==> src/rtl/assert_macros.svh <==
// Assertion macros for the contact polygon reduction RTL.
`ifndef ASSERT_MACROS_SVH
`define ASSERT_MACROS_SVH
`ifndef ASSERT_OFF
`define ASSERT_ALWAYS(label, clk, rst_n, prop) \
    label: assert property (@(posedge clk) disable iff (!rst_n) (prop)) \
        else $error("assertion failed");
`define ASSERT_NEXT(label, clk, rst_n, pre, post) \
    label: assert property (@(posedge clk) disable iff (!rst_n) (pre) |=> (post)) \
        else $error("assertion failed");
`else
`define ASSERT_ALWAYS(label, clk, rst_n, prop)
`define ASSERT_NEXT(label, clk, rst_n, pre, post)
`endif
`endif

==> src/rtl/cpr_pkg.sv <==
// Types, constants and codes for the contact polygon reduction block.
package cpr_pkg;

    localparam int MAX_POINTS = 32;
    localparam int MAX_KEPT   = 4;
    localparam int IDX_W      = $clog2(MAX_POINTS);
    localparam int CNT_W      = $clog2(MAX_POINTS + 1);
    localparam int KEPT_W     = $clog2(MAX_KEPT + 1);
    localparam int SLOT_W     = $clog2(MAX_KEPT);

    localparam int CRD_W   = 32;
    localparam int TAG_W   = 6;
    localparam int NRM_W   = 16;
    localparam int START_W = 5;
    localparam int CFG_W   = 16;
    localparam int CFG_IDX_W = 1;

    localparam int DIF_W  = CRD_W + 1;
    localparam int PRD_W  = 2 * DIF_W;
    localparam int CRS_W  = PRD_W + 1;
    localparam int NPR_W  = CRS_W + NRM_W;
    localparam int AREA_W = NPR_W + 3;
    localparam int DIST_W = PRD_W + 2;

    localparam int ENT_W      = 3 * CRD_W + TAG_W;
    localparam int NX_LO      = ENT_W;
    localparam int NY_LO      = NX_LO + NRM_W;
    localparam int NZ_LO      = NY_LO + NRM_W;
    localparam int START_LO   = NZ_LO + NRM_W;
    localparam int IN_BITS    = START_LO + START_W;
    localparam int IN_DATA_W  = ((IN_BITS + 7) / 8) * 8;
    localparam int OUT_DATA_W = ((ENT_W + 7) / 8) * 8;

    localparam logic [CFG_IDX_W-1:0] REG_AREA_TOL = 1'd0;
    localparam logic [CFG_IDX_W-1:0] REG_COINC    = 1'd1;
    localparam logic [CFG_W-1:0] AREA_TOL_RESET   = 16'd655;
    localparam logic [CFG_W-1:0] COINC_RESET      = 16'd0;

    localparam logic [1:0] KIND_A    = 2'd0;
    localparam logic [1:0] KIND_B    = 2'd1;
    localparam logic [1:0] KIND_EVAL = 2'd2;
    localparam logic [1:0] KIND_OUT  = 2'd3;

    localparam logic [1:0] MODE_NONE = 2'd0;
    localparam logic [1:0] MODE_DIST = 2'd1;
    localparam logic [1:0] MODE_ABS  = 2'd2;
    localparam logic [1:0] MODE_MIN  = 2'd3;

    localparam logic [3:0] WAIT_CYC = 4'd10;

    typedef struct packed {
        logic             wr_en;
        logic [IDX_W-1:0] wr_addr;
        logic             nrm_ld;
        logic             rd_en;
        logic [IDX_W-1:0] rd_addr;
        logic [1:0]       kind;
        logic             last;
        logic [1:0]       mode;
        logic             best_clr;
        logic             chosen_clr;
        logic             chosen_set;
        logic [IDX_W-1:0] chosen_idx;
    } cmd_t;

    typedef struct packed {
        logic [IDX_W-1:0] best_idx;
        logic             dist_below;
        logic             abs_below;
        logic             best_ccw;
        logic             last_ccw;
        logic             out_valid;
    } status_t;

endpackage

==> src/rtl/cpr_ctrl.sv <==
// Sequencer for loading, the three selection scans, the swap sort and output.
`include "assert_macros.svh"
module cpr_ctrl (
    input  logic                        clk,
    input  logic                        rst_n,
    input  logic                        s_tvalid,
    output logic                        s_tready,
    input  logic                        s_tlast,
    input  logic [cpr_pkg::START_W-1:0] start_index,
    input  logic                        m_tready,
    output cpr_pkg::cmd_t               cmd,
    input  cpr_pkg::status_t            st
);

    localparam int IDX_W  = cpr_pkg::IDX_W;
    localparam int CNT_W  = cpr_pkg::CNT_W;
    localparam int KEPT_W = cpr_pkg::KEPT_W;
    localparam int SLOT_W = cpr_pkg::SLOT_W;
    localparam int START_W_L = cpr_pkg::START_W;

    localparam logic [3:0] ST_LOAD     = 4'd0;
    localparam logic [3:0] ST_SETUP    = 4'd1;
    localparam logic [3:0] ST_LDA      = 4'd2;
    localparam logic [3:0] ST_LDB      = 4'd3;
    localparam logic [3:0] ST_SCAN     = 4'd4;
    localparam logic [3:0] ST_EVAL     = 4'd5;
    localparam logic [3:0] ST_WAIT     = 4'd6;
    localparam logic [3:0] ST_DECIDE   = 4'd7;
    localparam logic [3:0] ST_PASS     = 4'd8;
    localparam logic [3:0] ST_OUT_RD   = 4'd9;
    localparam logic [3:0] ST_OUT_GAP  = 4'd10;
    localparam logic [3:0] ST_OUT_HOLD = 4'd11;

    localparam logic [1:0] PH_DIST = 2'd0;
    localparam logic [1:0] PH_AREA = 2'd1;
    localparam logic [1:0] PH_MIN  = 2'd2;
    localparam logic [1:0] PH_SORT = 2'd3;

    logic [3:0]         state_reg, state_next;
    logic [1:0]         phase_reg, phase_next;
    logic [CNT_W-1:0]   cnt_reg, cnt_next;
    logic [CNT_W-1:0]   n_reg, n_next;
    logic [START_W_L-1:0] start_reg, start_next;
    logic [KEPT_W-1:0]  nk_reg, nk_next;
    logic [IDX_W-1:0]   pk_reg [cpr_pkg::MAX_KEPT];
    logic [IDX_W-1:0]   pk_next [cpr_pkg::MAX_KEPT];
    logic [KEPT_W-1:0]  si_reg, si_next, sj_reg, sj_next;
    logic [SLOT_W-1:0]  ok_reg, ok_next;
    logic [IDX_W-1:0]   scan_reg, scan_next;
    logic [3:0]         wait_reg, wait_next;

    logic             accept;
    logic             out_is_last;
    logic [IDX_W-1:0] start_slot;

    assign accept      = s_tvalid && s_tready;
    assign s_tready    = (state_reg == ST_LOAD);
    assign out_is_last = (KEPT_W'(ok_reg) == nk_reg - KEPT_W'(1));
    assign start_slot  = (CNT_W'(start_reg) >= n_reg) ? '0 : IDX_W'(start_reg);

    always_comb
    begin
        state_next = state_reg;
        phase_next = phase_reg;
        cnt_next   = cnt_reg;
        n_next     = n_reg;
        start_next = start_reg;
        nk_next    = nk_reg;
        pk_next    = pk_reg;
        si_next    = si_reg;
        sj_next    = sj_reg;
        ok_next    = ok_reg;
        scan_next  = scan_reg;
        wait_next  = wait_reg;

        cmd            = '0;
        cmd.wr_addr    = cnt_reg[IDX_W-1:0];
        cmd.rd_addr    = pk_reg[0];
        cmd.chosen_idx = st.best_idx;
        unique case (phase_reg)
            PH_DIST: cmd.mode = cpr_pkg::MODE_DIST;
            PH_AREA: cmd.mode = cpr_pkg::MODE_ABS;
            PH_MIN:  cmd.mode = cpr_pkg::MODE_MIN;
            default: cmd.mode = cpr_pkg::MODE_NONE;
        endcase

        unique case (state_reg)
            ST_LOAD:
            begin
                if (accept)
                begin
                    cmd.wr_en = (cnt_reg < CNT_W'(cpr_pkg::MAX_POINTS));
                    cnt_next  = cnt_reg + CNT_W'(cmd.wr_en);
                    if (s_tlast)
                    begin
                        cmd.nrm_ld = 1'b1;
                        n_next     = cnt_next;
                        start_next = start_index;
                        cnt_next   = '0;
                        state_next = ST_SETUP;
                    end
                end
            end
            ST_SETUP:
            begin
                if (n_reg <= CNT_W'(cpr_pkg::MAX_KEPT))
                begin
                    for (int i = 0; i < cpr_pkg::MAX_KEPT; i++)
                    begin
                        pk_next[i] = IDX_W'(i);
                    end
                    nk_next    = KEPT_W'(n_reg);
                    si_next    = KEPT_W'(1);
                    phase_next = PH_SORT;
                    state_next = ST_PASS;
                end
                else
                begin
                    pk_next[0]     = start_slot;
                    cmd.chosen_clr = 1'b1;
                    cmd.chosen_set = 1'b1;
                    cmd.chosen_idx = start_slot;
                    phase_next     = PH_DIST;
                    state_next     = ST_LDA;
                end
            end
            ST_LDA:
            begin
                cmd.rd_en    = 1'b1;
                cmd.kind     = cpr_pkg::KIND_A;
                cmd.rd_addr  = pk_reg[0];
                cmd.best_clr = 1'b1;
                state_next   = ST_LDB;
            end
            ST_LDB:
            begin
                cmd.rd_en = 1'b1;
                cmd.kind  = cpr_pkg::KIND_B;
                unique case (phase_reg)
                    PH_DIST: cmd.rd_addr = pk_reg[0];
                    PH_SORT: cmd.rd_addr = pk_reg[si_reg[SLOT_W-1:0]];
                    default: cmd.rd_addr = pk_reg[1];
                endcase
                scan_next  = '0;
                state_next = (phase_reg == PH_SORT) ? ST_EVAL : ST_SCAN;
            end
            ST_SCAN:
            begin
                cmd.rd_en   = 1'b1;
                cmd.kind    = cpr_pkg::KIND_EVAL;
                cmd.rd_addr = scan_reg;
                if (CNT_W'(scan_reg) == n_reg - CNT_W'(1))
                begin
                    wait_next  = cpr_pkg::WAIT_CYC;
                    state_next = ST_WAIT;
                end
                else
                begin
                    scan_next = scan_reg + IDX_W'(1);
                end
            end
            ST_EVAL:
            begin
                cmd.rd_en   = 1'b1;
                cmd.kind    = cpr_pkg::KIND_EVAL;
                cmd.rd_addr = pk_reg[sj_reg[SLOT_W-1:0]];
                wait_next   = cpr_pkg::WAIT_CYC;
                state_next  = ST_WAIT;
            end
            ST_WAIT:
            begin
                wait_next = wait_reg - 4'd1;
                if (wait_reg == 4'd0)
                begin
                    state_next = ST_DECIDE;
                end
            end
            ST_DECIDE:
            begin
                unique case (phase_reg)
                    PH_DIST:
                    begin
                        if (st.dist_below)
                        begin
                            nk_next    = KEPT_W'(1);
                            ok_next    = '0;
                            state_next = ST_OUT_RD;
                        end
                        else
                        begin
                            pk_next[1]     = st.best_idx;
                            cmd.chosen_set = 1'b1;
                            phase_next     = PH_AREA;
                            state_next     = ST_LDA;
                        end
                    end
                    PH_AREA:
                    begin
                        if (st.abs_below)
                        begin
                            nk_next    = KEPT_W'(2);
                            ok_next    = '0;
                            state_next = ST_OUT_RD;
                        end
                        else
                        begin
                            if (!st.best_ccw)
                            begin
                                pk_next[0] = pk_reg[1];
                                pk_next[1] = pk_reg[0];
                            end
                            pk_next[2]     = st.best_idx;
                            cmd.chosen_set = 1'b1;
                            phase_next     = PH_MIN;
                            state_next     = ST_LDA;
                        end
                    end
                    PH_MIN:
                    begin
                        if (st.abs_below)
                        begin
                            nk_next    = KEPT_W'(3);
                            ok_next    = '0;
                            state_next = ST_OUT_RD;
                        end
                        else
                        begin
                            pk_next[3]     = st.best_idx;
                            cmd.chosen_set = 1'b1;
                            nk_next        = KEPT_W'(4);
                            si_next        = KEPT_W'(1);
                            phase_next     = PH_SORT;
                            state_next     = ST_PASS;
                        end
                    end
                    default:
                    begin
                        if (!st.last_ccw)
                        begin
                            pk_next[si_reg[SLOT_W-1:0]] = pk_reg[sj_reg[SLOT_W-1:0]];
                            pk_next[sj_reg[SLOT_W-1:0]] = pk_reg[si_reg[SLOT_W-1:0]];
                        end
                        if (sj_reg + KEPT_W'(1) < nk_reg)
                        begin
                            sj_next    = sj_reg + KEPT_W'(1);
                            state_next = ST_EVAL;
                        end
                        else
                        begin
                            si_next    = si_reg + KEPT_W'(1);
                            state_next = ST_PASS;
                        end
                    end
                endcase
            end
            ST_PASS:
            begin
                if (si_reg + KEPT_W'(1) >= nk_reg)
                begin
                    ok_next    = '0;
                    state_next = ST_OUT_RD;
                end
                else
                begin
                    sj_next    = si_reg + KEPT_W'(1);
                    state_next = ST_LDA;
                end
            end
            ST_OUT_RD:
            begin
                cmd.rd_en   = 1'b1;
                cmd.kind    = cpr_pkg::KIND_OUT;
                cmd.rd_addr = pk_reg[ok_reg];
                cmd.last    = out_is_last;
                state_next  = ST_OUT_GAP;
            end
            ST_OUT_GAP:
            begin
                state_next = ST_OUT_HOLD;
            end
            ST_OUT_HOLD:
            begin
                if (st.out_valid && m_tready)
                begin
                    if (out_is_last)
                    begin
                        state_next = ST_LOAD;
                    end
                    else
                    begin
                        ok_next    = ok_reg + SLOT_W'(1);
                        state_next = ST_OUT_RD;
                    end
                end
            end
            default:
            begin
                state_next = ST_LOAD;
            end
        endcase
    end

    always_ff @(posedge clk or negedge rst_n)
    begin
        if (!rst_n)
        begin
            state_reg <= ST_LOAD;
            phase_reg <= PH_DIST;
            cnt_reg   <= '0;
            n_reg     <= '0;
            start_reg <= '0;
            nk_reg    <= '0;
            si_reg    <= '0;
            sj_reg    <= '0;
            ok_reg    <= '0;
            scan_reg  <= '0;
            wait_reg  <= '0;
            for (int i = 0; i < cpr_pkg::MAX_KEPT; i++)
            begin
                pk_reg[i] <= '0;
            end
        end
        else
        begin
            state_reg <= state_next;
            phase_reg <= phase_next;
            cnt_reg   <= cnt_next;
            n_reg     <= n_next;
            start_reg <= start_next;
            nk_reg    <= nk_next;
            si_reg    <= si_next;
            sj_reg    <= sj_next;
            ok_reg    <= ok_next;
            scan_reg  <= scan_next;
            wait_reg  <= wait_next;
            pk_reg    <= pk_next;
        end
    end

    `ASSERT_ALWAYS(a_kept_max, clk, rst_n, nk_reg <= KEPT_W'(cpr_pkg::MAX_KEPT))
    `ASSERT_ALWAYS(a_out_in_hold, clk, rst_n, !st.out_valid || state_reg == ST_OUT_HOLD)
    `ASSERT_NEXT(a_last_clears, clk, rst_n, accept && s_tlast, cnt_reg == '0 && state_reg == ST_SETUP)

endmodule

==> config.mk <==
export PLATFORM = sky130hd
export DESIGN_NAME = cpr_ctrl
export DESIGN_NICKNAME = d
export VERILOG_FILES = /design/src/rtl/cpr_pkg.sv /design/src/rtl/cpr_ctrl.sv
export VERILOG_INCLUDE_DIRS = /design/src /design/src/rtl
export SDC_FILE = /design/constraint.sdc
export NUM_CORES = 1
export LEC_CHECK = 0
export BUFFER_PORTS_ARGS = -buffer_cell sky130_fd_sc_hd__buf_2
export CORE_ASPECT_RATIO = 1.75
export CORE_MARGIN = 2
export CORE_UTILIZATION = 55
export DETAILED_ROUTE_END_ITERATION = 12
export PLACE_DENSITY = 0.74
export SETUP_SLACK_MARGIN = 0.4
export SYNTH_ARGS = -nofsm -noshare
export SYNTH_HDL_FRONTEND = slang
export SYNTH_SLANG_ARGS = --single-unit
export TNS_END_PERCENT = 20
==> constraint.sdc <==
create_clock -name clk -period 3.2 [get_ports clk]
set_input_delay 0.48 -clock clk [delete_from_list [all_inputs] [get_ports clk]]
set_output_delay 0.48 -clock clk [all_outputs]
set_load 0.01 [all_outputs]
==> reports/metrics.csv <==
stage;metric;value;unit
outcome;run_status;finished clean;
yosys;synthesis.area;5400;µm²
yosys;synth_top_family_by_area;compound AO/OA/AOI/OAI gates;
setup_path;slowest_stage;dfrtp_4;
pwr;swShare;47.3;%
setup_path;start_kind;flop;
yosys;syn_nets;665;
setup_path;critPathBufInv;1;
routing;vias;5243;
yosys;synth_area_per_cell;8.76;µm²
yosys;synth_top_area_cell;dfrtp_1;
timing;relSlewSlack;43.3;%
timing;min_period;2.78;ns
finish;num_antenna_cells;0;
place;io_buffers;46;
die;rows;47;
yosys;synth_edf_count;0;
place;place.gp.congestion;1.06;
timing;period_share;86.9;%
yosys;yosys-top-cells-area;dfrtp_1 29%, ha_1 6.7%, mux4_2 6.3%;
setup_path;crit_chain;or3b_2 -> a21boi_0 -> nor4_1 -> a221oi_1 -> o21ai_0 -> buf_2;
routing;drtIter0Drc;542;
place;placed_cells;755;
setup_path;r2r_setup_slack;0.50;ns
yosys;ys_seq_elements;63;
pwr;clkPwrFrac;16.4;%
finish;largest_reg_flops;20;
routing;postRouteAntennaNets;0;
finish;syn_to_final_growth;14.0;%
timing;maxSlewViolCount;0;
timing;setup-violations-final;0;
yosys;ys.flop_type;dfrtp_1;
clocking;cts_max_path_buffers;2;
yosys;synth_compound_area_share;24.9;%
yosys;synthesis.instances;616;
yosys;ys_seq_area_share;29.2;%
clocking;clk_root_buffer_cell;clkbuf_16;
global_routing;grt_pass1_vias;5128;
setup_path;rr_endpoint;sj_reg[0];
setup_path;regToRegStartpoint;sj_reg[1];
die;die_width;78.9;µm
clocking;postCtsHoldBufs;0;
pwr;pwr-share-seq;25.6;%
timing;fmax;0.360;GHz
pwr;power;6.53;mW
global_routing;grt_max_degree;64;
setup_path;crit_family;simple AND/OR/NAND/NOR gates;
yosys;yosys.area.top_type_share;29.2;%
setup_path;arrival;2.30;ns
timing;worst_pin_slew;0.850;ns
flow_run;maxCapViolCount;0;
setup_path;max_stage_delay;0.55;ns
global_routing;grt_overflow;0;
routing;wire_per_inst;21.6;µm
die;start_util;56.7;%
pwr;p_int;3.44;mW
global_routing;grt_pass1_wl;26900;µm
clocking;numClockSinks;63;
setup_path;worst-setup-path-type;flop to output pin;
pwr;p_switching;3.09;mW
pwr;p_leak;2.70;nW
timing;tns;0;ns
routing;met3WireLength;1160;µm
yosys;ys_top_cells_by_count;63 x dfrtp_1, 53 x o21ai_0, 45 x nor2_1, 42 x nand2_1, 39 x a21oi_1;
yosys;synth_mux_area_share;10.6;%
setup_path;cp.required;2.72;ns
finish;drive_above_1_share;23.2;%
finish;nFillCells;825;
routing;met2_length;8440;µm
clocking;cts_buffers;9;
setup_path;end_kind;output pin;
routing;drt_first_pass_iters;6;
routing;route.detailed.drc;0;
yosys;synth-xor-area-share;2.60;%
pwr;p_comb_share;58.0;%
clocking;cts.reportedPaths.clkPinSlew;0.06;ns
yosys;yosysMostFrequentCell;dfrtp_1;
clocking;clk_latency;0.34;ns
die;die_area;10700;µm²
global_routing;grtUsageTotal;33.3;%
worst_hold_path;hold_path.class;input port to async pin;
pwr;power_density;1060;nW/µm²
routing;via_per_inst;6.68;
setup_path;crit_path_max_fanout;12;
finish;fin_cells;785;
yosys;yosysWarnings;0;
yosys;synth_fa_ha_area_share;6.72;%
die;core_area;9530;µm²
clocking;cts_tree;built;
pwr;irDropWorstVdd;0.721;mV
yosys;synth-async-reset-ratio;100;%
yosys;synth_cell_type_count;72;
timing;whs;0.337;ns
timing;rsz0062_at_grt;true;
setup_path;r2r_cells;8;
die;die_h;135;µm
timing;skew;0.00703;ns
routing;wirelength;17000;µm
place;place_hpwl;12600;µm
routing;top_layer_used;met4;
yosys;synthSimpleGateAreaFrac;20.1;%
clocking;h-tree-depth;3;
global_routing;grt_antenna_before_repair;0;
finish;nNetsFinal;707;
routing;wl_met1;6330;µm
die;io_pins;47;
timing;hold_viol_final;0;
[worst max path at each step]
stage / depth (start not counted) / startpoint / slack (ns) / to
floorplan: 6 / si_reg[0] / 0.87 / cmd[16]
global placement: 6 / si_reg[0] / 0.59 / cmd[16]
detailed placement: 8 / sj_reg[1] / 0.49 / sj_reg[0]
CTS: 6 / pk_reg[18] / 0.39 / cmd[16]
global route: 8 / sj_reg[1] / 0.32 / sj_reg[2]
finish: 6 / state_reg[1] / 0.42 / cmd[17]
[per-stage QoR]
step,cell area (µm²),setup slack (ns),util (%)
floorplan,5400,0.873,-
global placement,5690,0.587,59.7
detailed placement,5690,0.489,59.7
CTS,6040,0.390,63.4
global route,6150,0.321,64.6
finish,6150,0.419,64.6
[power groups by stage]
stage / registers (mW) / clock network [mW] / logic [mW]
4_1_cts: 1.65 / 1.08 / 3.57
5_1_grt: 1.70 / 1.12 / 4.15
2_1_floorplan: 1.33 / 0 / 2.74
6_report: 1.67 / 1.07 / 3.79
3_3_place_gp: 1.64 / 0 / 3.42
3_5_place_dp: 1.67 / 0 / 3.51
[layer usage]
metal / vias to the layer above / track usage, %
met4: 0 / 21.9
met1: 2491 / 40.0
li1: 2391 / -
met2: 287 / 54.7
met5: - / 0
met3: 74 / 4.95
[timing repair]
item / in CTS / in global routing
setup buffers: 2 / 12
resized for setup: 4 / 13
pin swaps: 0 / 1
setup endpoints to repair: 10 / 15
[layout make-up]
cell class	count	area [µm²]	share of cell area [%]
inverters	29	111	1.81
clock inverters	5	81.3	1.32
multi-input cells	480	3520	57.3
well taps	122	153	2.48
flip-flops and latches	63	1590	25.8
repair buffers	75	452	7.34
clock buffers	11	243	3.95
[layout by cell type (no fill, tap or decap), types with 3 or more instances in the layout]
| master | instances |
|---|---|
| a22o_1 | 5 |
| a211o_1 | 3 |
| or2_2 | 3 |
| buf_4 | 28 |
| dfrtp_1 | 56 |
| inv_1 | 28 |
| a21oi_1 | 39 |
| a21boi_0 | 5 |
| xor2_1 | 11 |
| buf_2 | 46 |
| mux2_2 | 12 |
| xnor2_1 | 5 |
| a221o_1 | 4 |
| a221oi_1 | 13 |
| nor2b_1 | 16 |
| clkbuf_16 | 9 |
| a211oi_1 | 7 |
| nand2b_1 | 15 |
| a311o_1 | 6 |
| o211ai_1 | 4 |
| dfrtp_2 | 6 |
| and3_1 | 7 |
| nor2_1 | 45 |
| ha_1 | 27 |
| or3_1 | 3 |
| o21ai_0 | 50 |
| nand3_1 | 13 |
| nand3b_1 | 4 |
| nor4_1 | 6 |
| mux4_2 | 15 |
| a31o_2 | 7 |
| o21ai_1 | 10 |
| or3b_2 | 3 |
| a22oi_1 | 21 |
| nand2_1 | 42 |
| nor3_1 | 16 |
| and2_1 | 5 |
| a31oi_1 | 4 |
| mux2i_1 | 10 |
[kinds of logic (layout without fill, tap and decap cells)]
family	after synthesis	count (layout)
buffers and inverters	73	120
flip-flops	63	63
XOR/XNOR	16	16
AND/OR/NAND/NOR	198	198
AO/OA/AOI/OAI	200	200
adder cells (fa/ha/maj)	29	29
multiplexers	37	37
Power figures use the tool's default switching activity.
